<file path="config.mk">
export PLATFORM = sky130hd
export DESIGN_NAME = accel_sliding_median_filter_core
export DESIGN_NICKNAME = d
export VERILOG_FILES = /design/src/hw/rtl/asmf_pkg.sv /design/src/hw/rtl/accel_sliding_median_filter_core.sv /design/src/hw/rtl/asmf_cell.sv /design/src/hw/rtl/asmf_axis.sv
export SDC_FILE = /design/constraint.sdc
export NUM_CORES = 1
export LEC_CHECK = 0
export BUFFER_PORTS_ARGS = -buffer_cell sky130_fd_sc_hd__buf_2
export CORE_ASPECT_RATIO = 0.75
export CORE_UTILIZATION = 55
export DETAILED_ROUTE_END_ITERATION = 10
export PLACE_DENSITY_LB_ADDON = 0.25
export SETUP_SLACK_MARGIN = 0.02
export SYNTH_ARGS = -nofsm -noshare
export SYNTH_HDL_FRONTEND = slang
export SYNTH_SLANG_ARGS = --single-unit
</file>
<file path="constraint.sdc">
create_clock -name aclk -period 8.1 [get_ports aclk]
set_input_delay 1.62 -clock aclk [delete_from_list [all_inputs] [get_ports aclk]]
set_output_delay 1.62 -clock aclk [all_outputs]
set_load 0.02 [all_outputs]
</file>
<file path="src/hw/rtl/asmf_pkg.sv">
// ----------------------------------------------------------------------------
// asmf_pkg
// Shared constants, types and helpers of the accelerometer median filter.
// ----------------------------------------------------------------------------
package asmf_pkg;

    localparam int WINDOW      = 5;
    localparam int SAMPLE_BITS = 16;
    localparam int BIAS_BITS   = 13;
    localparam int OUT_BITS    = SAMPLE_BITS + 1;
    localparam int IDX_BITS    = $clog2(WINDOW);
    localparam int RANK_BITS   = $clog2(WINDOW);
    localparam int TWO_G       = 1 << (SAMPLE_BITS - 1);
    localparam int MEDIAN_RANK = WINDOW / 2;

    localparam int NUM_AXES    = 3;
    localparam int ADDR_BITS   = 4;
    localparam int DATA_BITS   = 32;

    localparam logic signed [BIAS_BITS-1:0] BIAS_X_RESET = BIAS_BITS'(270);
    localparam logic signed [BIAS_BITS-1:0] BIAS_Y_RESET = BIAS_BITS'(332);
    localparam logic signed [BIAS_BITS-1:0] BIAS_Z_RESET = BIAS_BITS'(1811);

    typedef logic signed [OUT_BITS-1:0]    sample_t;
    typedef logic signed [SAMPLE_BITS-1:0] raw_t;
    typedef logic signed [BIAS_BITS-1:0]   bias_t;
    typedef sample_t                       window_t [WINDOW];

    typedef enum logic [1:0] {
        REG_BIAS_X = 2'd0,
        REG_BIAS_Y = 2'd1,
        REG_BIAS_Z = 2'd2
    } reg_idx_t;

    // Reset content of a shift-line position. The last position drops out
    // first, so it carries the first window slot.
    function automatic sample_t preload_value(input int unsigned pos);
        int unsigned slot;
        slot = WINDOW - 1 - pos;
        if (slot == 0) begin
            return '0;
        end else if (slot[0]) begin
            return sample_t'(-TWO_G);
        end else begin
            return sample_t'(TWO_G);
        end
    endfunction

endpackage

</file>
<file path="src/hw/rtl/accel_sliding_median_filter_core.sv">
// ----------------------------------------------------------------------------
// accel_sliding_median_filter_core
// Bias correction and five-sample sliding median on three accelerometer axes.
// ----------------------------------------------------------------------------
// Usage:
// The s_ channel takes one raw x/y/z sample per item. Each axis has the bias
// register for that axis subtracted and the difference shifts into a row of
// cells that holds the last WINDOW corrected samples. The m_ channel returns
// the median of each axis window for every item.
// The edge that accepts an item shifts the sample into the cell row, and
// every cell then ranks itself against its neighbors; the middle-ranked
// value is registered and m_valid rises once the output register is free
// to capture it.
// Throughput is one item per cycle while m_ready keeps up; it is set by the
// cell row, which shifts once per accepted item.
// Reset loads the bias registers with their defaults and preloads each window
// with 0, -2 g, +2 g, -2 g, +2 g. When the receiver stalls, one result waits
// in the output register and one more item can still enter the window, after
// which s_ready drops until m_ready returns.
// Bias registers sit at byte addresses 0, 4 and 8 of the APB port.
// ----------------------------------------------------------------------------
module accel_sliding_median_filter_core (
    input  logic                                aclk,
    input  logic                                aresetn,
    // Input items
    input  logic                                s_valid,
    output logic                                s_ready,
    input  asmf_pkg::raw_t                      s_raw_x,
    input  asmf_pkg::raw_t                      s_raw_y,
    input  asmf_pkg::raw_t                      s_raw_z,
    // Result items
    output logic                                m_valid,
    input  logic                                m_ready,
    output asmf_pkg::sample_t                   m_median_x,
    output asmf_pkg::sample_t                   m_median_y,
    output asmf_pkg::sample_t                   m_median_z,
    // Configuration
    input  logic                                psel,
    input  logic                                penable,
    input  logic                                pwrite,
    input  logic [asmf_pkg::ADDR_BITS-1:0]      paddr,
    input  logic [asmf_pkg::DATA_BITS-1:0]      pwdata,
    output logic [asmf_pkg::DATA_BITS-1:0]      prdata,
    output logic                                pready
);
    import asmf_pkg::*;

    bias_t    bias_reg [NUM_AXES];
    bias_t    bias_next [NUM_AXES];
    raw_t     raw [NUM_AXES];
    sample_t  corr [NUM_AXES];
    sample_t  med [NUM_AXES];
    sample_t  median_reg [NUM_AXES];
    sample_t  median_next [NUM_AXES];

    logic     win_valid_reg;
    logic     win_valid_next;
    logic     out_valid_reg;
    logic     out_valid_next;
    logic     accept;
    logic     capture;
    logic     out_free;
    logic     cfg_write;
    reg_idx_t cfg_idx;

    // ---------------- configuration ----------------
    assign pready    = 1'b1;
    assign cfg_write = psel && penable && pwrite && pready;
    assign cfg_idx   = reg_idx_t'(paddr[ADDR_BITS-1:2]);

    always_comb begin
        for (int a = 0; a < NUM_AXES; a++) begin
            bias_next[a] = bias_reg[a];
        end
        if (cfg_write) begin
            unique case (cfg_idx)
                REG_BIAS_X: bias_next[0] = pwdata[BIAS_BITS-1:0];
                REG_BIAS_Y: bias_next[1] = pwdata[BIAS_BITS-1:0];
                REG_BIAS_Z: bias_next[2] = pwdata[BIAS_BITS-1:0];
                default: ;
            endcase
        end
    end

    always_ff @(posedge aclk) begin
        if (!aresetn) begin
            bias_reg[0] <= BIAS_X_RESET;
            bias_reg[1] <= BIAS_Y_RESET;
            bias_reg[2] <= BIAS_Z_RESET;
        end else begin
            for (int a = 0; a < NUM_AXES; a++) begin
                bias_reg[a] <= bias_next[a];
            end
        end
    end

    always_comb begin
        unique case (cfg_idx)
            REG_BIAS_X: prdata = {{(DATA_BITS-BIAS_BITS){bias_reg[0][BIAS_BITS-1]}}, bias_reg[0]};
            REG_BIAS_Y: prdata = {{(DATA_BITS-BIAS_BITS){bias_reg[1][BIAS_BITS-1]}}, bias_reg[1]};
            REG_BIAS_Z: prdata = {{(DATA_BITS-BIAS_BITS){bias_reg[2][BIAS_BITS-1]}}, bias_reg[2]};
            default:    prdata = '0;
        endcase
    end

    // ---------------- flow control ----------------
    assign out_free = !out_valid_reg || m_ready;
    assign s_ready  = !win_valid_reg || out_free;
    assign accept   = s_valid && s_ready;
    assign capture  = win_valid_reg && out_free;

    always_comb begin
        if (accept) begin
            win_valid_next = 1'b1;
        end else if (capture) begin
            win_valid_next = 1'b0;
        end else begin
            win_valid_next = win_valid_reg;
        end

        if (capture) begin
            out_valid_next = 1'b1;
        end else if (m_ready) begin
            out_valid_next = 1'b0;
        end else begin
            out_valid_next = out_valid_reg;
        end
    end

    always_ff @(posedge aclk) begin
        if (!aresetn) begin
            win_valid_reg <= 1'b0;
            out_valid_reg <= 1'b0;
        end else begin
            win_valid_reg <= win_valid_next;
            out_valid_reg <= out_valid_next;
        end
    end

    // ---------------- datapath ----------------
    assign raw[0] = s_raw_x;
    assign raw[1] = s_raw_y;
    assign raw[2] = s_raw_z;

    for (genvar a = 0; a < NUM_AXES; a++) begin : g_axis
        assign corr[a] =
            {{(OUT_BITS-SAMPLE_BITS){raw[a][SAMPLE_BITS-1]}}, raw[a]}
            - {{(OUT_BITS-BIAS_BITS){bias_reg[a][BIAS_BITS-1]}}, bias_reg[a]};

        asmf_axis u_axis (
            .aclk     (aclk),
            .aresetn  (aresetn),
            .shift_en (accept),
            .new_val  (corr[a]),
            .median   (med[a])
        );

        assign median_next[a] = capture ? med[a] : median_reg[a];

        always_ff @(posedge aclk) begin
            median_reg[a] <= median_next[a];
        end
    end

    assign m_valid    = out_valid_reg;
    assign m_median_x = median_reg[0];
    assign m_median_y = median_reg[1];
    assign m_median_z = median_reg[2];

endmodule

</file>
<file path="src/hw/rtl/asmf_cell.sv">
// ----------------------------------------------------------------------------
// asmf_cell
// One window position: holds a sample, passes it on, and ranks itself.
// ----------------------------------------------------------------------------
module asmf_cell (
    input  logic                     aclk,
    input  logic                     aresetn,
    input  logic                     shift_en,
    input  asmf_pkg::sample_t        reset_val,
    input  logic [asmf_pkg::IDX_BITS-1:0] my_idx,
    input  asmf_pkg::sample_t        d_in,
    input  asmf_pkg::window_t        window,
    output asmf_pkg::sample_t        q,
    output logic                     sel
);
    import asmf_pkg::*;

    sample_t              value_reg;
    sample_t              value_next;
    logic [RANK_BITS-1:0] rank;

    always_comb begin
        value_next = shift_en ? d_in : value_reg;
    end

    always_ff @(posedge aclk) begin
        if (!aresetn) begin
            value_reg <= reset_val;
        end else begin
            value_reg <= value_next;
        end
    end

    // Equal values are ordered by position, so every cell gets a distinct rank.
    always_comb begin
        rank = '0;
        for (int j = 0; j < WINDOW; j++) begin
            if (IDX_BITS'(j) < my_idx) begin
                if (window[j] <= value_reg) begin
                    rank = rank + RANK_BITS'(1);
                end
            end else if (IDX_BITS'(j) > my_idx) begin
                if (window[j] < value_reg) begin
                    rank = rank + RANK_BITS'(1);
                end
            end
        end
    end

    assign q   = value_reg;
    assign sel = (rank == RANK_BITS'(MEDIAN_RANK));

endmodule

</file>
<file path="src/hw/rtl/asmf_axis.sv">
// ----------------------------------------------------------------------------
// asmf_axis
// Chain of window cells for one axis and the median select across them.
// ----------------------------------------------------------------------------
module asmf_axis (
    input  logic              aclk,
    input  logic              aresetn,
    input  logic              shift_en,
    input  asmf_pkg::sample_t new_val,
    output asmf_pkg::sample_t median
);
    import asmf_pkg::*;

    window_t           taps;
    logic [WINDOW-1:0] sel;

    for (genvar k = 0; k < WINDOW; k++) begin : g_cell
        sample_t d_in;
        if (k == 0) begin : g_head
            assign d_in = new_val;
        end else begin : g_body
            assign d_in = taps[k-1];
        end

        asmf_cell u_cell (
            .aclk      (aclk),
            .aresetn   (aresetn),
            .shift_en  (shift_en),
            .reset_val (preload_value(k)),
            .my_idx    (IDX_BITS'(k)),
            .d_in      (d_in),
            .window    (taps),
            .q         (taps[k]),
            .sel       (sel[k])
        );
    end

    // Exactly one cell holds the middle rank, so an AND-OR picks it.
    always_comb begin
        median = '0;
        for (int k = 0; k < WINDOW; k++) begin
            median = median | (sel[k] ? taps[k] : sample_t'(0));
        end
    end

endmodule

</file>
==> impl_metrics.py <==
metrics = {
    "status": {
        "outcome": "completed",
    },
    "clock_tree": {
        "clock_latency_ns": 0.58,
        "cts_buffers": 39,
        "postCtsSetupBuffers": 0,
        "clkSinkCount": 347,
        "hold_buffers": 0,
        "cts.reportedPaths.clkPinSlew_ns": 0.06,
        "clockBufferDepth": 3,
        "cts-resized-gates": 0,
        "htree_levels": 2,
        "cts-root-buf": "clkbuf_16",
        "tritoncts": "built",
    },
    "power": {
        "p_switching_mw": 2.432,
        "p_seq_share_pct": 31.4,
        "p_sw_share_pct": 38.82,
        "leakage_nw": 14.25,
        "clkPwrFrac_pct": 30.0,
        "power.density_nw_per_um2": 193.1,
        "power_frac_comb_pct": 38.6,
        "power_mw": 6.263,
        "p_int_mw": 3.832,
        "vdd_ir_drop_max_mv": 0.2168,
    },
    "floorplanning": {
        "initial_core_util_pct": 56.00,
        "die_h_um": 203.8,
        "core_area_um2": 53340,
        "die_x_um": 271.1,
        "dieArea_um2": 55260,
        "ioPinCount": 177,
        "rows": 73,
    },
    "logic_synthesis": {
        "synth-warning-count": 0,
        "synth_fp_nets": 4328,
        "syn_area_per_cell_um2": 8.227,
        "async_flop_share_pct": 0,
        "yosys_register_bits": 347,
        "synth_seq_area_share_pct": 24.96,
        "synthCells": 3631,
        "synth-edff-count": 51,
        "synth.distinct_cells": 96,
        "syn_area_um2": 29870,
        "dominantRegCellSynth": "dfxtp_1",
    },
    "timing": {
        "fin_crit_sh_pct": 70.60,
        "finClkSkew_ns": 0.02327,
        "worstMarginPinSlew_ns": 1.216,
        "relSlewSlack_pct": 16.85,
        "hold_viol": 0,
        "setup_viol": 0,
        "fmaxAchievable_mhz": 174.9,
        "maxSlewViolCount": 0,
        "hold_ws_ns": 0.4826,
        "setup_tns_ns": 0,
        "period_minus_slack_ns": 5.719,
        "grt_setup_unrepaired": "no",
    },
    "detailed_routing": {
        "drtIter0Drc": 2959,
        "routed_via_density": 6.029,
        "drtPass1Iterations": 9,
        "antenna_left": 0,
        "routed-via-count": 26810,
        "route.detailed.drc": 0,
        "drt_wl_total_um": 91040,
        "routedWlPerCell_um": 20.47,
    },
    "placed_design": {
        "post-dp-hpwl_um": 69340,
        "gp_congestion": 1.009,
        "placed_area_um2": 31080,
        "io_buffers": 154,
    },
    "finish": {
        "area_growth_pct": 8.557,
        "largest_reg_flops": 255,
        "multi_input_area_um2": 20490,
        "final_net_count": 4397,
        "n_fill_cell": 4764,
        "design_area_um2": 32430,
        "drive_above_1_share_pct": 7.694,
        "seqCellArea_um2": 7457,
    },
    "setup_path": {
        "required_ns": 8.40,
        "critPathKind": "reg -> reg",
        "worstPathArrival_ns": 6.02,
        "reg2reg_depth": 22,
        "cp_max_fo": 17,
        "setup.worst_path.start_class": "register",
        "crit_path_end_kind": "register",
    },
    "global_routing": {
        "grt_pass1_wl_um": 141000,
        "grt_pass1_vias": 24420,
        "grt-ovfl-total": 0,
        "antenna_found_initial": 11,
        "grt_max_degree": 225,
        "grt_usage_pct": 32.44,
    },
    "hold_path": {
        "holdPathStages": 2,
        "hp-class": "reg -> reg",
    },
    "job": {
        "drv_cap": 0,
    },
}
==> critical path: stages (launching register included) <==
cell and delay [ns]:
dfxtp_1 0.56, inv_1 0.13, ha_1 0.32, nor2b_1 0.14, o21a_1 0.15, o21ai_0 0.16, a21oi_1 0.09, o21ai_0 0.22
a21oi_1 0.12, o21ai_0 0.28, a21oi_1 0.15, o31ai_1 0.40, inv_1 0.15, or2_2 0.32, ha_1 0.19, and2_1 0.14
o21bai_1 0.16, ha_1 0.30, and3b_1 0.17, mux4_2 0.75, nand2_1 0.14, o21ai_0 0.09, a211o_1 0.32
==> cell usage after synthesis (11+ instances only) <==
library cell	instances	area [um2]
a211o_1	18	157.7
a211oi_1	30	225.2
a21boi_0	224	1682
a21o_1	76	570.6
a21oi_1	163	815.8
a222oi_1	17	170.2
a22o_1	18	157.7
a22oi_1	35	262.8
a31oi_1	18	112.6
and2_1	35	219.0
and3_1	11	68.82
and4_1	15	131.4
buf_2	13	65.06
buf_4	21	157.7
clkbuf_1	96	360.4
dfxtp_1	296	5926
edfxtp_1	51	1531
ha_1	603	7545
inv_1	352	1321
mux2i_1	35	350.3
nand2_1	642	2410
nand2b_1	42	262.8
nand3_1	90	450.4
nand4_1	77	481.7
nor2_1	88	330.3
nor2b_1	43	269.0
nor3_1	33	165.2
nor4_1	13	81.33
o211ai_1	63	473.0
o21a_1	26	195.2
o21ai_0	148	740.7
o31ai_1	16	120.1
or2_2	11	68.82
xnor2_1	27	236.5
xor2_1	22	192.7
==> final timing paths <==
path                                     startpoint           endpoint  slack [ns]
max          g_axis[1].u_axis.g_cell[0].u_cell.q[1]  median_reg[0][32]        2.38
min                                 bias_reg[0][33]    bias_reg[0][33]        0.48
min reg2reg                         bias_reg[0][33]    bias_reg[0][33]        0.48
max reg2reg  g_axis[1].u_axis.g_cell[0].u_cell.q[1]  median_reg[0][32]        2.38
==> logic make-up (layout without fill, tap and decap cells) <==
logic type                 Yosys count  count (layout)  share of synthesized area (%)
and+or+nand+nor                   1143            1143                          17.70
AOI/OAI and AO/OA                  945             945                          22.06
adders and majority gates          606             606                          25.46
buffers and inverters              492             591                          6.555
DFF                                347             347                          24.96
xor gates and xnor gates            49              49                          1.437
muxes                               48              48                          1.814
other                                1               6                        0.01255
==> layout make-up <==
type                       count  share of cell area [%]
timing repair buffer         168                   2.836
clock buffer                  57                   3.600
clock inverter                14                  0.5324
antenna                        5                 0.03858
sequential                   347                   22.99
tap                          712                   2.747
multi-input combinational   2792                   63.18
inverter                     352                   4.074
==> through the flow <==
stage	worst slack (ns)	utilization, %	std cells
6_report	2.381	60.80	4447
5_1_grt	2.165	60.78	4444
4_1_cts	2.561	60.77	4442
3_5_place_dp	2.601	58.26	4371
3_3_place_gp	2.660	58.26	4371
2_1_floorplan	2.646	-	3631
==> power by group through the flow <==
| stage | Combinational, mW | Sequential, mW | Clock, mW |
|---|---|---|---|
| global placement | 2.29 | 2.00 | 0 |
| finish | 2.42 | 1.97 | 1.88 |
| CTS | 2.34 | 1.96 | 1.91 |
| global route | 2.61 | 1.97 | 1.98 |
| detailed placement | 2.32 | 2.00 | 0 |
| floorplan | 1.59 | 1.99 | 0 |
==> placed cells by master (no fill, tap or decap), types with 7 or more instances in the layout <==
master     synthesis  final
nand2_1          642    641
or2_2             11     11
nand2b_1          42     42
and2_1            35     34
a21boi_0         224    224
a21oi_1          163    163
o22ai_1           10     10
nor2_1            88     88
nor3_1            33     33
a222oi_1          17     17
nand4_1           77     77
a211oi_1          30     30
o21a_1            26     26
nand3_1           90     90
a22o_1            18     18
ha_1             603    603
dfxtp_1          296    296
clkbuf_1          96      9
nor2b_1           43     42
o31ai_1           16     16
o21ai_0          148    148
a21o_1            76     76
and3_1            11     11
mux2i_1           35     33
a211o_1           18     18
buf_4             21     11
xor2_1            22     22
nand3b_1          10     10
o211ai_1          63     63
nor4_1            13     13
a31o_2             7      7
inv_1            352    352
buf_2             13    153
edfxtp_1          51     51
a22oi_1           35     35
xnor2_1           27     27
and4_1            15     15
a31oi_1           18     18
clkbuf_16          0     42
==> per-layer routing <==
layer,track usage (%),vias to the layer above,routed length (um)
met5,0,-,83
met4,7.063,14,1776
met3,8.905,122,11250
met2,42.27,1153,33350
met1,51.21,12410,44570
li1,-,13120,-
Note: power is estimated with default switching activity, not from simulation.
